### src/rtte_pkg.sv
// ----------------------------------------------------------------------------
// rtte_pkg
// Shared widths, reset values and register indexes for the RTT estimator.
// ----------------------------------------------------------------------------
package rtte_pkg;

  localparam int RTT_BITS_DEF = 20;   // default RTT field width
  localparam int CNT_W        = 4;    // PTO backoff exponent width
  localparam int CNT_MAX      = (2 ** CNT_W) - 1;
  localparam int PTO_W        = 32;   // PTO duration width
  localparam int MAD_W        = 14;   // peer max delay register width
  localparam int GRAN_W       = 8;    // timer_granularity register width

  localparam int CFG_ADDR_W   = 1;
  localparam int CFG_DATA_W   = MAD_W;

  localparam logic [MAD_W-1:0]  MAD_RESET  = MAD_W'(25);
  localparam logic [GRAN_W-1:0] GRAN_RESET = GRAN_W'(1);

  // configuration register indexes
  localparam logic [CFG_ADDR_W-1:0] REG_PEER_DELAY = CFG_ADDR_W'(0);
  localparam logic [CFG_ADDR_W-1:0] REG_TIMER_GRAN = CFG_ADDR_W'(1);

endpackage

### src/rtte_update.sv
// ----------------------------------------------------------------------------
// rtte_update
// Estimator state (smoothed, variance, minimum) and its one-sample update.
// ----------------------------------------------------------------------------
module rtte_update #(
  parameter int RTT_BITS = rtte_pkg::RTT_BITS_DEF
) (
  input  logic                       clk,
  input  logic                       rst_n,
  input  logic                       load,
  input  logic [RTT_BITS-1:0]        sample,
  input  logic [RTT_BITS-1:0]        delay,
  input  logic [rtte_pkg::CNT_W-1:0] backoff,
  output logic [RTT_BITS-1:0]        smoothed,
  output logic [RTT_BITS-1:0]        variance,
  output logic [RTT_BITS-1:0]        min_rtt,
  output logic [rtte_pkg::CNT_W-1:0] backoff_o
);

  logic [RTT_BITS-1:0]        smoothed_r, smoothed_nxt;
  logic [RTT_BITS-1:0]        variance_r, variance_nxt;
  logic [RTT_BITS-1:0]        min_rtt_r, min_rtt_nxt;
  logic [rtte_pkg::CNT_W-1:0] backoff_r;

  logic                seeded;
  logic [RTT_BITS-1:0] min_upd;
  logic [RTT_BITS:0]   thresh;
  logic [RTT_BITS-1:0] adj;
  logic [RTT_BITS-1:0] diff;
  logic [RTT_BITS+1:0] var_sum;
  logic [RTT_BITS+2:0] srtt_sum;

  always_comb begin
    seeded  = (min_rtt_r != '0);
    min_upd = (sample < min_rtt_r) ? sample : min_rtt_r;
    thresh  = {1'b0, min_upd} + {1'b0, delay};
    // ack delay only taken off when it cannot push the sample below min
    adj     = ({1'b0, sample} >= thresh) ? (sample - delay) : sample;
    diff    = (smoothed_r >= adj) ? (smoothed_r - adj) : (adj - smoothed_r);
    var_sum  = {1'b0, variance_r, 1'b0} + {2'b00, variance_r} + {2'b00, diff};
    srtt_sum = {smoothed_r, 3'b000} - {3'b000, smoothed_r} + {3'b000, adj};

    if (seeded) begin
      smoothed_nxt = srtt_sum[RTT_BITS+2:3];
      variance_nxt = var_sum[RTT_BITS+1:2];
      min_rtt_nxt  = min_upd;
    end else begin
      smoothed_nxt = sample;
      variance_nxt = sample >> 1;
      min_rtt_nxt  = sample;
    end
  end

  always_ff @(posedge clk) begin
    if (!rst_n) begin
      smoothed_r <= '0;
      variance_r <= '0;
      min_rtt_r  <= '0;
    end else if (load) begin
      smoothed_r <= smoothed_nxt;
      variance_r <= variance_nxt;
      min_rtt_r  <= min_rtt_nxt;
    end
  end

  always_ff @(posedge clk) begin
    if (load) begin
      backoff_r <= backoff;
    end
  end

  assign smoothed  = smoothed_r;
  assign variance  = variance_r;
  assign min_rtt   = min_rtt_r;
  assign backoff_o = backoff_r;

endmodule

### src/rtte_pto.sv
// ----------------------------------------------------------------------------
// rtte_pto
// PTO durations from the updated state, registered with the result fields.
// ----------------------------------------------------------------------------
module rtte_pto #(
  parameter int RTT_BITS = rtte_pkg::RTT_BITS_DEF
) (
  input  logic                        clk,
  input  logic                        load,
  input  logic [RTT_BITS-1:0]         smoothed,
  input  logic [RTT_BITS-1:0]         variance,
  input  logic [RTT_BITS-1:0]         min_rtt,
  input  logic [rtte_pkg::CNT_W-1:0]  backoff,
  input  logic [rtte_pkg::MAD_W-1:0]  peer_delay,
  input  logic [rtte_pkg::GRAN_W-1:0] timer_gran,
  output logic [RTT_BITS-1:0]         smoothed_o,
  output logic [RTT_BITS-1:0]         variance_o,
  output logic [RTT_BITS-1:0]         min_rtt_o,
  output logic [rtte_pkg::PTO_W-1:0]  pto_hs_o,
  output logic [rtte_pkg::PTO_W-1:0]  pto_app_o
);

  localparam int TERM_W = RTT_BITS + 2;
  localparam int SH_W   = TERM_W + rtte_pkg::CNT_MAX;
  localparam int MS_W   = rtte_pkg::MAD_W + rtte_pkg::CNT_MAX;
  localparam int HS_W   = SH_W + 1;
  localparam int APP_W  = ((HS_W > MS_W) ? HS_W : MS_W) + 1;

  logic [TERM_W-1:0] term4;
  logic [TERM_W-1:0] term;
  logic [SH_W-1:0]   term_sh;
  logic [MS_W-1:0]   mad_sh;
  logic [APP_W-1:0]  hs_wide;
  logic [APP_W-1:0]  app_wide;
  logic [APP_W-1:0]  sat_lim;
  logic [rtte_pkg::PTO_W-1:0] pto_hs_nxt, pto_app_nxt;

  logic [RTT_BITS-1:0]        smoothed_r, variance_r, min_rtt_r;
  logic [rtte_pkg::PTO_W-1:0] pto_hs_r, pto_app_r;

  always_comb begin
    term4    = {variance, 2'b00};
    term     = (term4 < TERM_W'(timer_gran)) ? TERM_W'(timer_gran) : term4;
    term_sh  = SH_W'(term) << backoff;
    mad_sh   = MS_W'(peer_delay) << backoff;
    hs_wide  = APP_W'(smoothed) + APP_W'(term_sh);
    app_wide = hs_wide + APP_W'(mad_sh);
    sat_lim  = APP_W'({rtte_pkg::PTO_W{1'b1}});
    pto_hs_nxt  = (hs_wide > sat_lim) ? {rtte_pkg::PTO_W{1'b1}}
                                      : rtte_pkg::PTO_W'(hs_wide);
    pto_app_nxt = (app_wide > sat_lim) ? {rtte_pkg::PTO_W{1'b1}}
                                       : rtte_pkg::PTO_W'(app_wide);
  end

  always_ff @(posedge clk) begin
    if (load) begin
      smoothed_r <= smoothed;
      variance_r <= variance;
      min_rtt_r  <= min_rtt;
      pto_hs_r   <= pto_hs_nxt;
      pto_app_r  <= pto_app_nxt;
    end
  end

  assign smoothed_o = smoothed_r;
  assign variance_o = variance_r;
  assign min_rtt_o  = min_rtt_r;
  assign pto_hs_o   = pto_hs_r;
  assign pto_app_o  = pto_app_r;

endmodule

### src/rtt_estimator_with_pto.sv
// ----------------------------------------------------------------------------
// rtt_estimator_with_pto
// RTT estimator (smoothed, variance, minimum) with PTO duration outputs.
// ----------------------------------------------------------------------------
// Pipeline: input register, state register, result register; out_tvalid
//   is driven from the result register.
// Throughput: one transaction per cycle unless out_tready stalls the output;
//   the state update is combinational between input and state registers.
// Reset: synchronous, active low; clears pipeline valids and the state, and
//   restores the peer max delay to 25 and timer_granularity to 1.
module rtt_estimator_with_pto #(
  parameter  int RTT_BITS = rtte_pkg::RTT_BITS_DEF,
  localparam int IN_W     = ((2 * RTT_BITS + rtte_pkg::CNT_W + 7) / 8) * 8,
  localparam int OUT_W    = ((3 * RTT_BITS + 2 * rtte_pkg::PTO_W + 7) / 8) * 8
) (
  input  logic                            clk,
  input  logic                            rst_n,
  input  logic                            in_tvalid,
  output logic                            in_tready,
  // rtt sample, ack delay, backoff count (from bit 0 up)
  input  logic [IN_W-1:0]                 in_tdata,
  output logic                            out_tvalid,
  input  logic                            out_tready,
  // smoothed_rtt, rtt_variance, minimum_rtt, pto_handshake, pto_application
  output logic [OUT_W-1:0]                out_tdata,
  input  logic                            cfg_we,
  input  logic [rtte_pkg::CFG_ADDR_W-1:0] cfg_addr,
  input  logic [rtte_pkg::CFG_DATA_W-1:0] cfg_wdata
);

  logic [rtte_pkg::MAD_W-1:0]  peer_delay_r;
  logic [rtte_pkg::GRAN_W-1:0] timer_gran_r;

  logic v1_r, v2_r, v3_r;
  logic [RTT_BITS-1:0]        sample_r, delay_r;
  logic [rtte_pkg::CNT_W-1:0] cnt_r;

  logic in_acc, out_acc, ready2, ready3, ld2, ld3;

  logic [RTT_BITS-1:0]        st_smoothed, st_variance, st_min;
  logic [rtte_pkg::CNT_W-1:0] st_cnt;
  logic [RTT_BITS-1:0]        o_smoothed, o_variance, o_min;
  logic [rtte_pkg::PTO_W-1:0] o_hs, o_app;

  // stall chain: each stage moves when the next one is empty or moving
  assign ready3    = !v3_r || out_tready;
  assign ready2    = !v2_r || ready3;
  assign in_tready = !v1_r || ready2;
  assign ld2       = v1_r && ready2;
  assign ld3       = v2_r && ready3;
  assign in_acc    = in_tvalid && in_tready;
  assign out_acc   = v3_r && out_tready;

  always_ff @(posedge clk) begin
    if (!rst_n) begin
      v1_r <= 1'b0;
      v2_r <= 1'b0;
      v3_r <= 1'b0;
    end else begin
      if (in_acc) begin
        v1_r <= 1'b1;
      end else if (ld2) begin
        v1_r <= 1'b0;
      end
      if (ld2) begin
        v2_r <= 1'b1;
      end else if (ld3) begin
        v2_r <= 1'b0;
      end
      if (ld3) begin
        v3_r <= 1'b1;
      end else if (out_acc) begin
        v3_r <= 1'b0;
      end
    end
  end

  always_ff @(posedge clk) begin
    if (in_acc) begin
      sample_r <= in_tdata[RTT_BITS-1:0];
      delay_r  <= in_tdata[2*RTT_BITS-1:RTT_BITS];
      cnt_r    <= in_tdata[2*RTT_BITS+rtte_pkg::CNT_W-1:2*RTT_BITS];
    end
  end

  always_ff @(posedge clk) begin
    if (!rst_n) begin
      peer_delay_r <= rtte_pkg::MAD_RESET;
      timer_gran_r <= rtte_pkg::GRAN_RESET;
    end else if (cfg_we) begin
      case (cfg_addr)
        rtte_pkg::REG_PEER_DELAY: peer_delay_r <= cfg_wdata[rtte_pkg::MAD_W-1:0];
        rtte_pkg::REG_TIMER_GRAN: timer_gran_r <= cfg_wdata[rtte_pkg::GRAN_W-1:0];
        default: ;
      endcase
    end
  end

  rtte_update #(.RTT_BITS(RTT_BITS)) u_update (
    .clk       (clk),
    .rst_n     (rst_n),
    .load      (ld2),
    .sample    (sample_r),
    .delay     (delay_r),
    .backoff   (cnt_r),
    .smoothed  (st_smoothed),
    .variance  (st_variance),
    .min_rtt   (st_min),
    .backoff_o (st_cnt)
  );

  rtte_pto #(.RTT_BITS(RTT_BITS)) u_pto (
    .clk        (clk),
    .load       (ld3),
    .smoothed   (st_smoothed),
    .variance   (st_variance),
    .min_rtt    (st_min),
    .backoff    (st_cnt),
    .peer_delay (peer_delay_r),
    .timer_gran (timer_gran_r),
    .smoothed_o (o_smoothed),
    .variance_o (o_variance),
    .min_rtt_o  (o_min),
    .pto_hs_o   (o_hs),
    .pto_app_o  (o_app)
  );

  assign out_tvalid = v3_r;
  assign out_tdata  = OUT_W'({o_app, o_hs, o_min, o_variance, o_smoothed});

endmodule

### config.mk
export PLATFORM = sky130hd
export DESIGN_NAME = rtt_estimator_with_pto
export DESIGN_NICKNAME = d
export VERILOG_FILES = /design/src/rtte_pkg.sv /design/src/rtte_update.sv /design/src/rtte_pto.sv /design/src/rtt_estimator_with_pto.sv
export SDC_FILE = /design/constraint.sdc
export NUM_CORES = 1
export LEC_CHECK = 0
export BUFFER_PORTS_ARGS = -buffer_cell sky130_fd_sc_hd__buf_4
export CELL_PAD_IN_SITES_DETAIL_PLACEMENT = 1
export CELL_PAD_IN_SITES_GLOBAL_PLACEMENT = 2
export CORE_MARGIN = 1.5
export CORE_UTILIZATION = 42
export CTS_BUF_LIST = sky130_fd_sc_hd__clkbuf_8
export CTS_CLUSTER_DIAMETER = 200
export DETAILED_ROUTE_END_ITERATION = 10
export GPL_TIMING_DRIVEN = 0
export PLACE_DENSITY_LB_ADDON = 0.1
export SYNTH_ARGS = -nofsm -noshare
export SYNTH_HDL_FRONTEND = slang
export SYNTH_SLANG_ARGS = --single-unit
### constraint.sdc
create_clock -name clk -period 39 [get_ports clk]
set_input_delay 3.9 -clock clk [delete_from_list [all_inputs] [get_ports clk]]
set_output_delay 3.9 -clock clk [all_outputs]
set_load 0.01 [all_outputs]
==> qor.txt <==
FLOORPLANNING
---------------------------------------------------------------------------------------
Die boundary height                                                              231 um
Width of the chip                                                                231 um
# rows                                                                               83
Die Footprint                                                                0.0533 mm2
Core area                                                                    0.0513 mm2
Io pins                                                                             198
Initial Utilization                                                               42.5%

FINISH
---------------------------------------------------------------------------------------
Count of non-filler cells in the finished layout                                   3365
Sequential cell area                                                        0.00687 mm2
Area of the multi-input gates                                                0.0137 mm2
Fraction of layout instances using a drive strength above 1                       15.1%
Signed area change from the synthesized netlist to the final layout               15.5%
Commonest non-fill, non-tap cell in the layout                             sky130_fd_sc_hd__ha_1
Layout filler cell count                                                           6020
Post-layout nets                                                                   2971
Finished Core Util                                                                49.1%
Commonest cells after routing, fill and taps aside                         sky130_fd_sc_hd__ha_1 (213), sky130_fd_sc_hd__a21oi_1 (210), sky130_fd_sc_hd__inv_1 (209), sky130_fd_sc_hd__buf_4 (198), sky130_fd_sc_hd__nand2_1 (183)

LOGIC SYNTHESIS
---------------------------------------------------------------------------------------
Total standard cell area after synthesis                                     0.0218 mm2
Total of warnings raised by yosys                                                     0
Number of instances in the synthesized netlist                                     2400
Post-synth EDFFs                                                                    172
Count of distinct cell types in the synthesized netlist                             100
Primary FF master, synth                                                   sky130_fd_sc_hd__edfxtp_1
Post-synthesis sequential area ratio                                              31.5%
Synth Register Bits                                                                 257
Largest area contributor in the netlist                                    sky130_fd_sc_hd__edfxtp_1
Mean instance size in the synthesized netlist                                  9.08 um2
Post-synth ARST share                                                                0%
Share of the synthesized area in the top cell type                                23.7%
Main area contributors after synthesis                                     sky130_fd_sc_hd__edfxtp_1 (24%), sky130_fd_sc_hd__ha_1 (12%), sky130_fd_sc_hd__dfxtp_1 (7.8%), sky130_fd_sc_hd__a21oi_1 (4.8%), sky130_fd_sc_hd__fa_1 (4.0%)

CLOCK NETWORK
---------------------------------------------------------------------------------------
Clock slew at reported path FFs                                                 0.06 ns
Maximum number of buffers from clock root to sink                                     3
Number of buffers inserted during clock tree synthesis                               48
Clk_lat worst skew                                                              0.65 ns
PostCTS Resize Cnt                                                                    0
Htree depth                                                                           2
Clock Sinks                                                                         257
Number of post-CTS setup repair buffers                                               0
Root buffer cell                                                           sky130_fd_sc_hd__clkbuf_8
CTS tree                                                                            yes
Number of hold buffers added after cts                                                0

PLACEMENT
---------------------------------------------------------------------------------------
Post-detailed-placement half-perimeter wirelength                               61.7 mm
Worst-case setup slack after placement                                         21.84 ns
Port Buf Inserts                                                                    189
Instance count after placement with tap cells included                             3276
Weighted congestion reported at the end of routability-driven placement           0.938

TIMING
---------------------------------------------------------------------------------------
Clock period minus worst slack                                                 17.15 ns
Final Slew Violations                                                                 0
Least-Margin Pin Slew                                                           1.21 ns
Final setup violation count                                                           0
Setup WS post-layout                                                           21.85 ns
Clk_skew                                                                      0.0279 ns
Total negative setup slack                                                         0 ns
Fin crit share                                                                    44.0%
RSZ-0062 raised after global routing                                                 no
Final hold slack                                                               0.415 ns
Max-slew headroom                                                                 19.2%
Number of hold-slack violations in the final timing report                            0
Upper clock frequency limit                                                    58.3 MHz

DRT
---------------------------------------------------------------------------------------
Pre-Repair DR Iteration Count                                                         5
Number of vias in the routed layout                                               19200
Number of violations reported at the end of detailed-routing iteration 0            760
Total wire length after detailed routing                                        75.4 mm
Vias per Instance                                                                  5.69
Routed wire length per instance                                                 22.4 um
Post-DRT Antenna Nets                                                                 0
DRC                                                                                   0

GLOBAL ROUTE
---------------------------------------------------------------------------------------
Met2 Usage GRT                                                                    54.5%
Total congestion overflow                                                             0
Via count of the first global-routing pass                                        20900
Wire length of the first global-routing pass                                     117 mm
Met3 Use GR                                                                       3.21%
Met1 capacity usage during global routing                                         30.8%
Number of antenna violations at the first check in global routing                     3
Maximum number of pins on one net before global-route repair                         42
Global router's overall resource usage                                            28.4%
Top Usage Layer GRT                                                                met2

MIN PATH
---------------------------------------------------------------------------------------
Hold Crit Class                                                              reg -> reg

CRITICAL PATH
---------------------------------------------------------------------------------------
CP max-delay cell                                                          sky130_fd_sc_hd__clkbuf_1
Type of the worst setup path                                                 reg -> reg
Endpoint type of the worst setup path                                         flip-flop
Worst-path fanout max                                                                10
CP Buf/Inv Count                                                                      6
Critical path's top delay family                                           compound AO/OA/AOI/OAI gates
Delay of the slowest cell on the worst path                                     0.69 ns
Critical path arrival                                                          17.64 ns
Most common cell on crit path                                              sky130_fd_sc_hd__a21o_1
Data required time at the worst endpoint                                       39.49 ns
CP Launch Type                                                                flip-flop

POWER
---------------------------------------------------------------------------------------
Worst VDD drop                                                                  30.4 uV
Pleak                                                                         0.0109 uW
Pwr dens                                                                    77.2 mW/mm2

FLOW RUN
---------------------------------------------------------------------------------------
Number of max-cap violations                                                          0

RUN STATUS
---------------------------------------------------------------------------------------
Run status                                                                 finished clean

[registers in the layout, indices dropped and copies added (netlist names)]
signal and count:
v1_r 1, v2_r 1, timer_gran_r 8, cnt_r 4
u_update.smoothed 20, u_update.min_rtt 20, u_pto.pto_hs_o 32, u_pto.smoothed_o 20
u_pto.min_rtt_o 20, peer_delay_r 14, sample_r 20, u_update.variance 20
u_pto.variance_o 20, out_tvalid 1, delay_r 20, u_update.backoff_o 4
u_pto.pto_app_o 32
[stage by stage]
stage                     cell area (um2)  power, uW
after global routing                25200       2120
after CTS                           25200       1950
final                               25200       1940
after global placement              24100       1610
after floorplan                     21800       1320
after detailed placement            24200       1660
[final timing paths]
kind,slack [ns],depth (start not counted),to,start
hold / removal,0.41,0,u_update.backoff_o[3],cnt_r[3]
setup / recovery,21.85,64,u_update.variance[17],sample_r[1]
hold reg to reg,0.41,0,u_update.backoff_o[3],cnt_r[3]
setup reg to reg,21.85,64,u_update.variance[17],sample_r[1]
[cell families (layout without fill, tap and decap cells)]
group	count (synthesis)	in the layout	share of synthesized area [%]
multiplexers	104	104	5.66
adder cells (fa/ha/maj)	258	258	16.3
flip-flops	257	257	31.5
AO/OA/AOI/OAI	687	687	20.1
buffers and inverters	298	579	5.57
AND/OR/NAND/NOR	667	667	15.6
XOR/XNOR	128	128	5.15
other	1	5	0.0172
[cell usage after synthesis (32+ instances only)]
master / instances
sky130_fd_sc_hd__ha_1: 213
sky130_fd_sc_hd__a21oi_1: 210
sky130_fd_sc_hd__inv_1: 195
sky130_fd_sc_hd__nand2_1: 183
sky130_fd_sc_hd__edfxtp_1: 172
sky130_fd_sc_hd__o21ai_0: 145
sky130_fd_sc_hd__nor2_1: 137
sky130_fd_sc_hd__dfxtp_1: 85
sky130_fd_sc_hd__xnor2_1: 76
sky130_fd_sc_hd__nand3_1: 73
sky130_fd_sc_hd__a21o_1: 71
sky130_fd_sc_hd__clkbuf_1: 68
sky130_fd_sc_hd__mux2_2: 53
sky130_fd_sc_hd__nand2b_1: 52
sky130_fd_sc_hd__xor2_1: 52
sky130_fd_sc_hd__fa_1: 44
sky130_fd_sc_hd__a31oi_1: 43
sky130_fd_sc_hd__mux2i_1: 41
sky130_fd_sc_hd__nor3_1: 38
sky130_fd_sc_hd__a211oi_1: 33
sky130_fd_sc_hd__nor2b_1: 33
sky130_fd_sc_hd__nand4_1: 32
[cell type report]
type | instances | area share (%)
Timing Repair Buffer | 193 | 5.96
Tap cell | 680 | 3.38
Clock buffer | 51 | 2.79
Inverter | 197 | 2.94
Multi-Input combinational cell | 1848 | 54.6
Clock inverter | 37 | 1.15
Antenna cell | 1 | 0.00994
Buffer | 101 | 1.88
Sequential cell | 257 | 27.3
[layer usage]
layer	vias up	wire (um)
met3	155	2450
li1	9210	-
met4	0	3310
met2	390	40400
met5	-	0
met1	9401	29300
[power breakdown]
group          switching, uW  total, uW  internal (uW)
logic                    752       1280            531
registers               45.6        382            336
clock network            126        280            154
total                    923       1940           1020
Power figures use the tool's default switching activity.
